[src/sv/substring_first_match_finder_assert.svh]
// assertion macros for the substring first-match finder
`ifndef SUBSTRING_FIRST_MATCH_FINDER_ASSERT_SVH
`define SUBSTRING_FIRST_MATCH_FINDER_ASSERT_SVH

// same-cycle implication, checked out of reset
`define SMF_ASSERT_NOW(lbl, ante, cons, msg) \
  lbl: assert property (@(posedge clk) disable iff (!rst_n) (ante) |-> (cons)) else $error(msg);

// next-cycle implication, checked out of reset
`define SMF_ASSERT_NEXT(lbl, ante, cons, msg) \
  lbl: assert property (@(posedge clk) disable iff (!rst_n) (ante) |=> (cons)) else $error(msg);

`endif

[src/sv/smf_pkg.sv]
// shared types, constants and helpers for the substring first-match finder
`timescale 1ns / 1ps
package smf_pkg;

  localparam int PATTERN_MAX = 8;
  localparam int TEXT_MAX    = 65536;

  localparam int LEN_W   = 4;
  localparam int WIN_IW  = (PATTERN_MAX > 1) ? $clog2(PATTERN_MAX) : 1;
  localparam int POS_W   = $clog2(TEXT_MAX) + 1;
  localparam int IDX_W   = 16;
  localparam int PDATA_W = 64;
  localparam int PADDR_W = 5;

  // configuration register indexes, byte address is 8 * index
  typedef enum logic [1:0] {
    REG_PATTERN_BYTES  = 2'd0,
    REG_PATTERN_LENGTH = 2'd1,
    REG_CASE_SENSITIVE = 2'd2,
    REG_START_OFFSET   = 2'd3
  } reg_idx_t;

  typedef struct packed {
    logic [7:0] text_byte;
    logic       last_byte;
  } in_t;

  typedef struct packed {
    logic             found;
    logic [IDX_W-1:0] match_index;
  } out_t;

  typedef struct packed {
    logic [PATTERN_MAX*8-1:0] pattern_bytes;
    logic [LEN_W-1:0]         pattern_length;
    logic                     case_sensitive;
    logic [IDX_W-1:0]         start_offset;
  } cfg_t;

  typedef logic [PATTERN_MAX-1:0][7:0] win_t;

  // fold ascii upper case to lower case unless exact compare
  function automatic logic [7:0] fold_byte(input logic [7:0] c, input logic exact);
    logic [7:0] r;
    r = c;
    if (!exact && (c inside {[8'h41:8'h5A]})) begin
      r = c + 8'h20;
    end
    return r;
  endfunction

endpackage

[src/sv/smf_cfg_regs.sv]
// apb configuration registers of the substring first-match finder
`timescale 1ns / 1ps
module smf_cfg_regs
  import smf_pkg::*;
(
  input  logic               clk,
  input  logic               rst_n,
  input  logic               psel,
  input  logic               penable,
  input  logic               pwrite,
  input  logic [PADDR_W-1:0] paddr,
  input  logic [PDATA_W-1:0] pwdata,
  output logic [PDATA_W-1:0] prdata,
  output logic               pready,
  output cfg_t               cfg
);

  logic [PATTERN_MAX*8-1:0] pattern_bytes_r;
  logic [LEN_W-1:0]         pattern_length_r;
  logic                     case_sensitive_r;
  logic [IDX_W-1:0]         start_offset_r;
  reg_idx_t                 reg_idx;
  logic                     wr_en;

  assign pready  = 1'b1;
  assign reg_idx = reg_idx_t'(paddr[PADDR_W-1:3]);
  assign wr_en   = psel && penable && pwrite;

  // register writes at the access phase
  always_ff @(posedge clk) begin
    if (!rst_n) begin
      pattern_bytes_r  <= '0;
      pattern_length_r <= '0;
      case_sensitive_r <= 1'b1;
      start_offset_r   <= '0;
    end else if (wr_en) begin
      case (reg_idx)
        REG_PATTERN_BYTES:  pattern_bytes_r  <= pwdata[PATTERN_MAX*8-1:0];
        REG_PATTERN_LENGTH: pattern_length_r <= pwdata[LEN_W-1:0];
        REG_CASE_SENSITIVE: case_sensitive_r <= pwdata[0];
        REG_START_OFFSET:   start_offset_r   <= pwdata[IDX_W-1:0];
        default: ;
      endcase
    end
  end

  // read mux
  always_comb begin
    prdata = '0;
    case (reg_idx)
      REG_PATTERN_BYTES:  prdata = PDATA_W'(pattern_bytes_r);
      REG_PATTERN_LENGTH: prdata = PDATA_W'(pattern_length_r);
      REG_CASE_SENSITIVE: prdata = PDATA_W'(case_sensitive_r);
      REG_START_OFFSET:   prdata = PDATA_W'(start_offset_r);
      default:            prdata = '0;
    endcase
  end

  assign cfg = '{pattern_bytes:  pattern_bytes_r,
                 pattern_length: pattern_length_r,
                 case_sensitive: case_sensitive_r,
                 start_offset:   start_offset_r};

endmodule

[src/sv/smf_match.sv]
// parallel compare of the byte window against the pattern
`timescale 1ns / 1ps
module smf_match
  import smf_pkg::*;
(
  input  win_t             win,
  input  cfg_t             cfg,
  input  logic [LEN_W-1:0] len_eff,
  output logic             hit
);

  logic [PATTERN_MAX-1:0] lane_ok;

  // lane k compares pattern byte k with the window byte len-1-k back
  always_comb begin
    logic [LEN_W-1:0] pos;
    logic [7:0]       pb;
    logic [7:0]       tb;
    for (int k = 0; k < PATTERN_MAX; k++) begin
      pos = len_eff - LEN_W'(1) - LEN_W'(k);
      pb  = cfg.pattern_bytes[8*k +: 8];
      tb  = win[pos[WIN_IW-1:0]];
      lane_ok[k] = (LEN_W'(k) >= len_eff) ||
                   (fold_byte(pb, cfg.case_sensitive) == fold_byte(tb, cfg.case_sensitive));
    end
  end

  assign hit = &lane_ok;

endmodule

[src/sv/smf_scan.sv]
// stream state: byte window, position and first match latch
`timescale 1ns / 1ps
module smf_scan
  import smf_pkg::*;
(
  input  logic clk,
  input  logic rst_n,
  input  logic step,
  input  in_t  item,
  input  cfg_t cfg,
  output out_t result
);

  win_t             win_r, win_nxt, win_shift;
  logic [POS_W-1:0] pos_r, pos_nxt, pos_inc, start;
  logic             seen_r, seen_nxt;
  logic [IDX_W-1:0] first_r, first_nxt;
  logic [LEN_W-1:0] len_eff;
  logic             active;
  logic             hit;

  // clamp oversized pattern length
  assign len_eff = (cfg.pattern_length > LEN_W'(PATTERN_MAX)) ? LEN_W'(PATTERN_MAX)
                                                             : cfg.pattern_length;

  // shifted window with the new byte at entry 0
  always_comb begin
    win_shift[0] = item.text_byte;
    for (int i = 1; i < PATTERN_MAX; i++) begin
      win_shift[i] = win_r[i-1];
    end
  end

  assign active  = pos_r < POS_W'(TEXT_MAX);
  assign pos_inc = pos_r + POS_W'(1);
  assign start   = pos_inc - POS_W'(len_eff);

  smf_match u_match (
    .win     (win_shift),
    .cfg     (cfg),
    .len_eff (len_eff),
    .hit     (hit)
  );

  // next stream state and result of a last byte
  always_comb begin
    win_nxt   = win_r;
    pos_nxt   = pos_r;
    seen_nxt  = seen_r;
    first_nxt = first_r;
    if (active) begin
      win_nxt = win_shift;
      pos_nxt = pos_inc;
      if (!seen_r && (len_eff != '0) && (pos_inc >= POS_W'(len_eff)) &&
          (start >= POS_W'(cfg.start_offset)) && hit) begin
        seen_nxt  = 1'b1;
        first_nxt = start[IDX_W-1:0];
      end
    end
    result.found       = seen_nxt;
    result.match_index = seen_nxt ? first_nxt : '0;
    if (item.last_byte) begin
      win_nxt   = '0;
      pos_nxt   = '0;
      seen_nxt  = 1'b0;
      first_nxt = '0;
    end
  end

  always_ff @(posedge clk) begin
    if (!rst_n) begin
      win_r   <= '0;
      pos_r   <= '0;
      seen_r  <= 1'b0;
      first_r <= '0;
    end else if (step) begin
      win_r   <= win_nxt;
      pos_r   <= pos_nxt;
      seen_r  <= seen_nxt;
      first_r <= first_nxt;
    end
  end

endmodule

[src/sv/substring_first_match_finder.sv]
// top level of the streaming first-match substring finder
//
//  channel  | ports                                     | carries
//  ---------+-------------------------------------------+------------------------------
//  input    | in_valid, in_ready, in_data               | text byte and last-byte mark
//  result   | out_valid, out_ready, out_data            | found flag and match index
//  config   | psel penable pwrite paddr pwdata prdata pready | four registers at 8*i
//
//  one text byte is accepted per cycle unless a last byte waits on a held result.
//  the result of a last byte is loaded into the output register as that byte
//  leaves the input register. only a last byte waits on a held result; other bytes
//  flow through regardless of out_ready. synchronous reset clears the pipeline and
//  the stream state; the registers return to their reset values.
`timescale 1ns / 1ps
`include "substring_first_match_finder_assert.svh"
module substring_first_match_finder
  import smf_pkg::*;
(
  input  logic               clk,
  input  logic               rst_n,
  input  logic               in_valid,
  output logic               in_ready,
  input  in_t                in_data,
  output logic               out_valid,
  input  logic               out_ready,
  output out_t               out_data,
  input  logic               psel,
  input  logic               penable,
  input  logic               pwrite,
  input  logic [PADDR_W-1:0] paddr,
  input  logic [PDATA_W-1:0] pwdata,
  output logic [PDATA_W-1:0] prdata,
  output logic               pready
);

  cfg_t cfg;
  in_t  s1_data_r;
  logic s1_valid_r;
  logic s1_adv;
  out_t result;
  out_t out_data_r;
  logic out_valid_r;

  smf_cfg_regs u_cfg (
    .clk     (clk),
    .rst_n   (rst_n),
    .psel    (psel),
    .penable (penable),
    .pwrite  (pwrite),
    .paddr   (paddr),
    .pwdata  (pwdata),
    .prdata  (prdata),
    .pready  (pready),
    .cfg     (cfg)
  );

  // input stage moves on unless a last byte meets a held result
  assign s1_adv   = s1_valid_r && (!s1_data_r.last_byte || !out_valid_r || out_ready);
  assign in_ready = !s1_valid_r || s1_adv;

  always_ff @(posedge clk) begin
    if (!rst_n) begin
      s1_valid_r <= 1'b0;
    end else if (in_ready) begin
      s1_valid_r <= in_valid;
    end
  end

  always_ff @(posedge clk) begin
    if (in_ready && in_valid) begin
      s1_data_r <= in_data;
    end
  end

  smf_scan u_scan (
    .clk    (clk),
    .rst_n  (rst_n),
    .step   (s1_adv),
    .item   (s1_data_r),
    .cfg    (cfg),
    .result (result)
  );

  // output register holds the result transaction
  always_ff @(posedge clk) begin
    if (!rst_n) begin
      out_valid_r <= 1'b0;
    end else if (s1_adv && s1_data_r.last_byte) begin
      out_valid_r <= 1'b1;
    end else if (out_ready) begin
      out_valid_r <= 1'b0;
    end
  end

  always_ff @(posedge clk) begin
    if (s1_adv && s1_data_r.last_byte) begin
      out_data_r <= result;
    end
  end

  assign out_valid = out_valid_r;
  assign out_data  = out_data_r;

  // checks
  `SMF_ASSERT_NOW(a_idx_zero_when_absent, out_valid_r && !out_data_r.found,
                  out_data_r.match_index == '0, "match index set without a match")
  `SMF_ASSERT_NOW(a_idx_after_offset, out_valid_r && out_data_r.found,
                  out_data_r.match_index >= cfg.start_offset, "match before start offset")
  `SMF_ASSERT_NOW(a_last_waits, s1_valid_r && s1_data_r.last_byte && out_valid_r && !out_ready,
                  !in_ready && !s1_adv, "last byte overran a held result")
  `SMF_ASSERT_NEXT(a_result_loaded, s1_adv && s1_data_r.last_byte,
                   out_valid_r, "result of a last byte was lost")

endmodule
[config.mk]
export PLATFORM = sky130hd
export DESIGN_NAME = substring_first_match_finder
export DESIGN_NICKNAME = d
export VERILOG_FILES = /design/src/sv/smf_pkg.sv /design/src/sv/smf_cfg_regs.sv /design/src/sv/smf_match.sv /design/src/sv/smf_scan.sv /design/src/sv/substring_first_match_finder.sv
export VERILOG_INCLUDE_DIRS = /design/src /design/src/sv
export SDC_FILE = /design/constraint.sdc
export NUM_CORES = 1
export LEC_CHECK = 0
export ABC_AREA = 0
export BUFFER_PORTS_ARGS = -buffer_cell sky130_fd_sc_hd__buf_4
export CAP_MARGIN = 20
export CORE_AREA = 5 5 172 174
export DETAILED_ROUTE_END_ITERATION = 12
export DIE_AREA = 0 0 177 179
export HOLD_SLACK_MARGIN = 0.12
export PLACE_DENSITY = 0.84
export SYNTH_ARGS = -nofsm -noshare
export SYNTH_HDL_FRONTEND = slang
export SYNTH_SLANG_ARGS = --single-unit
[constraint.sdc]
create_clock -name clk -period 6.3 [get_ports clk]
set_input_delay 0.945 -clock clk [delete_from_list [all_inputs] [get_ports clk]]
set_output_delay 0.945 -clock clk [all_outputs]
set_load 0.02 [all_outputs]
==> impl_metrics.env <==
export IMPL_synth_edf_count=26
export IMPL_routabilityCongestion=0.9951
export IMPL_routed_wl_um=44600
export IMPL_crit_chain="ha_2 > ha_1 > a21o_1 > a21oi_1 > o2111a_1 > and3b_1 > nand2_1 > mux2_2 > o21ai_0 > a21oi_2 > ha_1 > o21a_1 > o21ai_0 > o22a_1 > o311a_1 > or4_1 > or4_4 > a2111oi_4 > buf_4 > a22o_1"
export IMPL_diodes=0
export IMPL_grt_pass1_vias=13186
export IMPL_hold_class="reg -> reg"
export IMPL_ant_nets=0
export IMPL_critPathSlowestCell="dfxtp_1"
export IMPL_ctsRootBufferMaster="clkbuf_16"
export IMPL_final_period_utilization=0.9330
export IMPL_pwr_share_seq=0.441
export IMPL_htree_levels=1
export IMPL_tightest_slew_ns=0.9995
export IMPL_fin_crit_ns=5.878
export IMPL_ir_drop_uv=136.9
export IMPL_p_sw_frac=0.2574
export IMPL_tns_ns=0
export IMPL_hold_depth=2
export IMPL_ys_flop_type="dfxtp_1"
export IMPL_relSlewSlack=0.3337
export IMPL_min_from="u_cfg.start_offset_r[9]$_SDFFE_PN0P_"
export IMPL_nFillCells=2367
export IMPL_grt_use_total=0.2717
export IMPL_die_area_um2=31680
export IMPL_dr_first_iter_drc_count=1806
export IMPL_power_frac_comb=0.114
export IMPL_worstPathMaxFanout=14
export IMPL_hpwlAfterDp_um=33190
export IMPL_viasPerCell=6.379
export IMPL_cellInternalPower_mw=2.274
export IMPL_core_area_um2=27630
export IMPL_syn_to_final_growth_pct=15.11
export IMPL_clk_pin_slew_ns=0.06
export IMPL_path_class="reg -> reg"
export IMPL_row_count=61
export IMPL_postCtsSetupBuffers=0
export IMPL_cts_tree="built"
export IMPL_drv_cap=0
export IMPL_rsz0062_at_grt="no"
export IMPL_grt_pass1_wl_um=70300
export IMPL_drive_gt1_frac=0.1875
export IMPL_die_y_um=179
export IMPL_required_ns=6.77
export IMPL_firstDrtPassIters=6
export IMPL_syn_area_um2=14720
export IMPL_switchingPower_mw=0.7881
export IMPL_cts_buffer_depth=3
export IMPL_crit_path_start_kind="flip-flop"
export IMPL_outcome="completed"
export IMPL_clockPowerShare=0.445
export IMPL_netlist_instances=1702
export IMPL_grt_max_degree=90
export IMPL_clock_skew_ns=0.01787
export IMPL_leakage_nw=6.384
export IMPL_synth_seq_cells=203
export IMPL_min_to="u_cfg.start_offset_r[9]$_SDFFE_PN0P_"
export IMPL_avgSynthCellArea_um2=8.651
export IMPL_end_kind="flip-flop"
export IMPL_cpPeakStageDelay_ns=0.53
export IMPL_numCtsBuffers=23
export IMPL_via_count=14014
export IMPL_ff2ff_path_depth=20
export IMPL_nNetsFinal=1930
export IMPL_yosysUniqueCellTypes=92
export IMPL_yosys_warnings=0
export IMPL_final_setup_viol_count=0
export IMPL_die_w_um=177
export IMPL_hold_viol_final=0
export IMPL_r2r_start="u_scan.pos_r[0]$_SDFFE_PN0P_"
export IMPL_yosysSeqAreaShare=0.2937
export IMPL_final_core_util=0.6134
export IMPL_final_cell_mix="nand2_1, buf_4, dfxtp_1"
export IMPL_drc=0
export IMPL_start_util=0.5329
export IMPL_critical_path_arrival_ns=6.34
export IMPL_wl_per_cell_um=20.30
export IMPL_layout_commonest_cell="nand2_1"
export IMPL_clk_latency_ns=0.53
export IMPL_clock_sinks=203
export IMPL_grt_ovfl_total=0
export IMPL_max_freq_mhz=170.1
export IMPL_ios=169
export IMPL_antenna_found_initial=0
export IMPL_portBuffers=164
export IMPL_asyncSetResetFlopFracSynth=0
export IMPL_power_density_nw_per_um2=180.6
export IMPL_synthesis_nets=1829
export IMPL_reg2reg_setup_slack_ns=0.42
export IMPL_timing_rr_end="u_scan.first_r[2]$_SDFFE_PN0P_"
export IMPL_maxSlewViolCount=0
## Yosys cell counts (12+ instances only)
library cell | count | area, µm²
nand2_1 | 235 | 882.1
dfxtp_1 | 177 | 3543
nor2_1 | 136 | 510.5
a21oi_1 | 129 | 645.6
mux2i_1 | 111 | 1111
clkbuf_1 | 81 | 304.0
inv_1 | 62 | 232.7
mux4_2 | 62 | 1396
a22oi_1 | 61 | 457.9
xnor2_1 | 54 | 473.0
and2_1 | 53 | 331.6
o21ai_0 | 52 | 260.3
ha_1 | 41 | 513.0
xor2_1 | 39 | 341.6
nand3_1 | 37 | 185.2
edfxtp_1 | 26 | 780.8
nor3_1 | 25 | 125.1
nand4_1 | 20 | 125.1
a22o_1 | 17 | 148.9
mux2_2 | 17 | 191.4
buf_2 | 15 | 75.07
a211oi_1 | 14 | 105.1
and3_1 | 12 | 75.07
or3_1 | 12 | 75.07
## routing by layer
layer / vias up / share of wire / track usage
met5: - / 0 / 0
met4: 0 / 0.035 / 0.08865
met3: 124 / 0.10 / 0.04618
met2: 809 / 0.46 / 0.4470
met1: 6692 / 0.41 / 0.3665
li1: 6389 / - / -
## power by group through the flow
stage | logic [mW] | registers, mW | clock network, mW
after floorplan | 0.224 | 1.37 | 0
after global placement | 0.328 | 1.38 | 0
after detailed placement | 0.339 | 1.38 | 0
after CTS | 0.341 | 1.35 | 1.38
after global routing | 0.378 | 1.35 | 1.42
final | 0.351 | 1.35 | 1.36
## worst max-delay path: cells and delay by family, from the launching register on
| kind | cells | cell delay (ns) |
|---|---|---|
| buffers and inverters | 1 | 0.28 |
| adder cells (fa/ha/maj) | 3 | 1.00 |
| flip-flops | 1 | 0.53 |
| AO/OA/AOI/OAI | 11 | 2.35 |
| AND/OR/NAND/NOR | 4 | 1.35 |
| multiplexers | 1 | 0.30 |
## repair_timing
action                     4_1_cts  5_1_grt
hold buffers                     0        0
setup endpoints to repair        0       33
gates resized for setup          0        6
## registers in the layout (all words and copies together) (netlist names)
signal                  cells
out_data                   17
out_valid                   1
s1_data_r                   9
s1_valid_r                  1
u_cfg.case_sensitive_r      1
u_cfg.pattern_bytes_r      64
u_cfg.pattern_length_r      4
u_cfg.start_offset_r       16
u_scan.first_r             16
u_scan.pos_r               17
u_scan.seen_r               1
u_scan.win_r               56
## cells by family after synthesis
family,count (synthesis),share of synthesized area
AO/OA/AOI/OAI,384,0.1743
XOR/XNOR,96,0.05982
adder cells (fa/ha/maj),42,0.03620
buffers and inverters,181,0.05268
flip-flops,203,0.2937
multiplexers,196,0.1903
other,1,0.0002547
AND/OR/NAND/NOR,599,0.1927
## metrics by stage
step                instances  hold WS [ns]  area, µm²  setup WS (ns)  power, mW
global route             2197        0.4809      16950        0.05307      3.152
floorplan                1702        0.4322      14720         0.2933      1.595
CTS                      2192        0.4598      16850         0.1951      3.065
detailed placement       2151        0.4520      16090         0.2164      1.716
finish                   2197        0.4579      16950         0.4224      3.062
global placement         2151        0.4427      16090         0.3964      1.704
## area by class of cell
class / instances / area (µm²) / area share
clock inverters: 8 / 77.57 / 0.004577
repair buffers: 190 / 1456 / 0.08593
clock buffers: 33 / 685.7 / 0.04045
multi-input cells: 1318 / 9674 / 0.5708
inverters: 67 / 256.5 / 0.01513
well taps: 378 / 473.0 / 0.02790
flip-flops and latches: 203 / 4325 / 0.2552
## how the worst max path moves through the flow
stage / to / slack (ns) / cells after the start / startpoint
2_1_floorplan: u_scan.first_r[6]$_SDFFE_PN0P_ / 0.29 / 26 / u_cfg.pattern_length_r[3]$_SDFFE_PN0P_
3_3_place_gp: out_data[5]$_SDFFCE_PN0P_ / 0.40 / 19 / u_cfg.pattern_length_r[3]$_SDFFE_PN0P_
3_5_place_dp: out_data[12]$_SDFFCE_PN0P_ / 0.22 / 19 / u_cfg.pattern_length_r[3]$_SDFFE_PN0P_
4_1_cts: out_data[12]$_SDFFCE_PN0P_ / 0.20 / 19 / u_cfg.pattern_length_r[3]$_SDFFE_PN0P_
5_1_grt: u_scan.first_r[6]$_SDFFE_PN0P_ / 0.05 / 20 / u_scan.pos_r[0]$_SDFFE_PN0P_
6_report: u_scan.first_r[2]$_SDFFE_PN0P_ / 0.42 / 20 / u_scan.pos_r[0]$_SDFFE_PN0P_
Note: power is estimated with default switching activity, not from simulation.
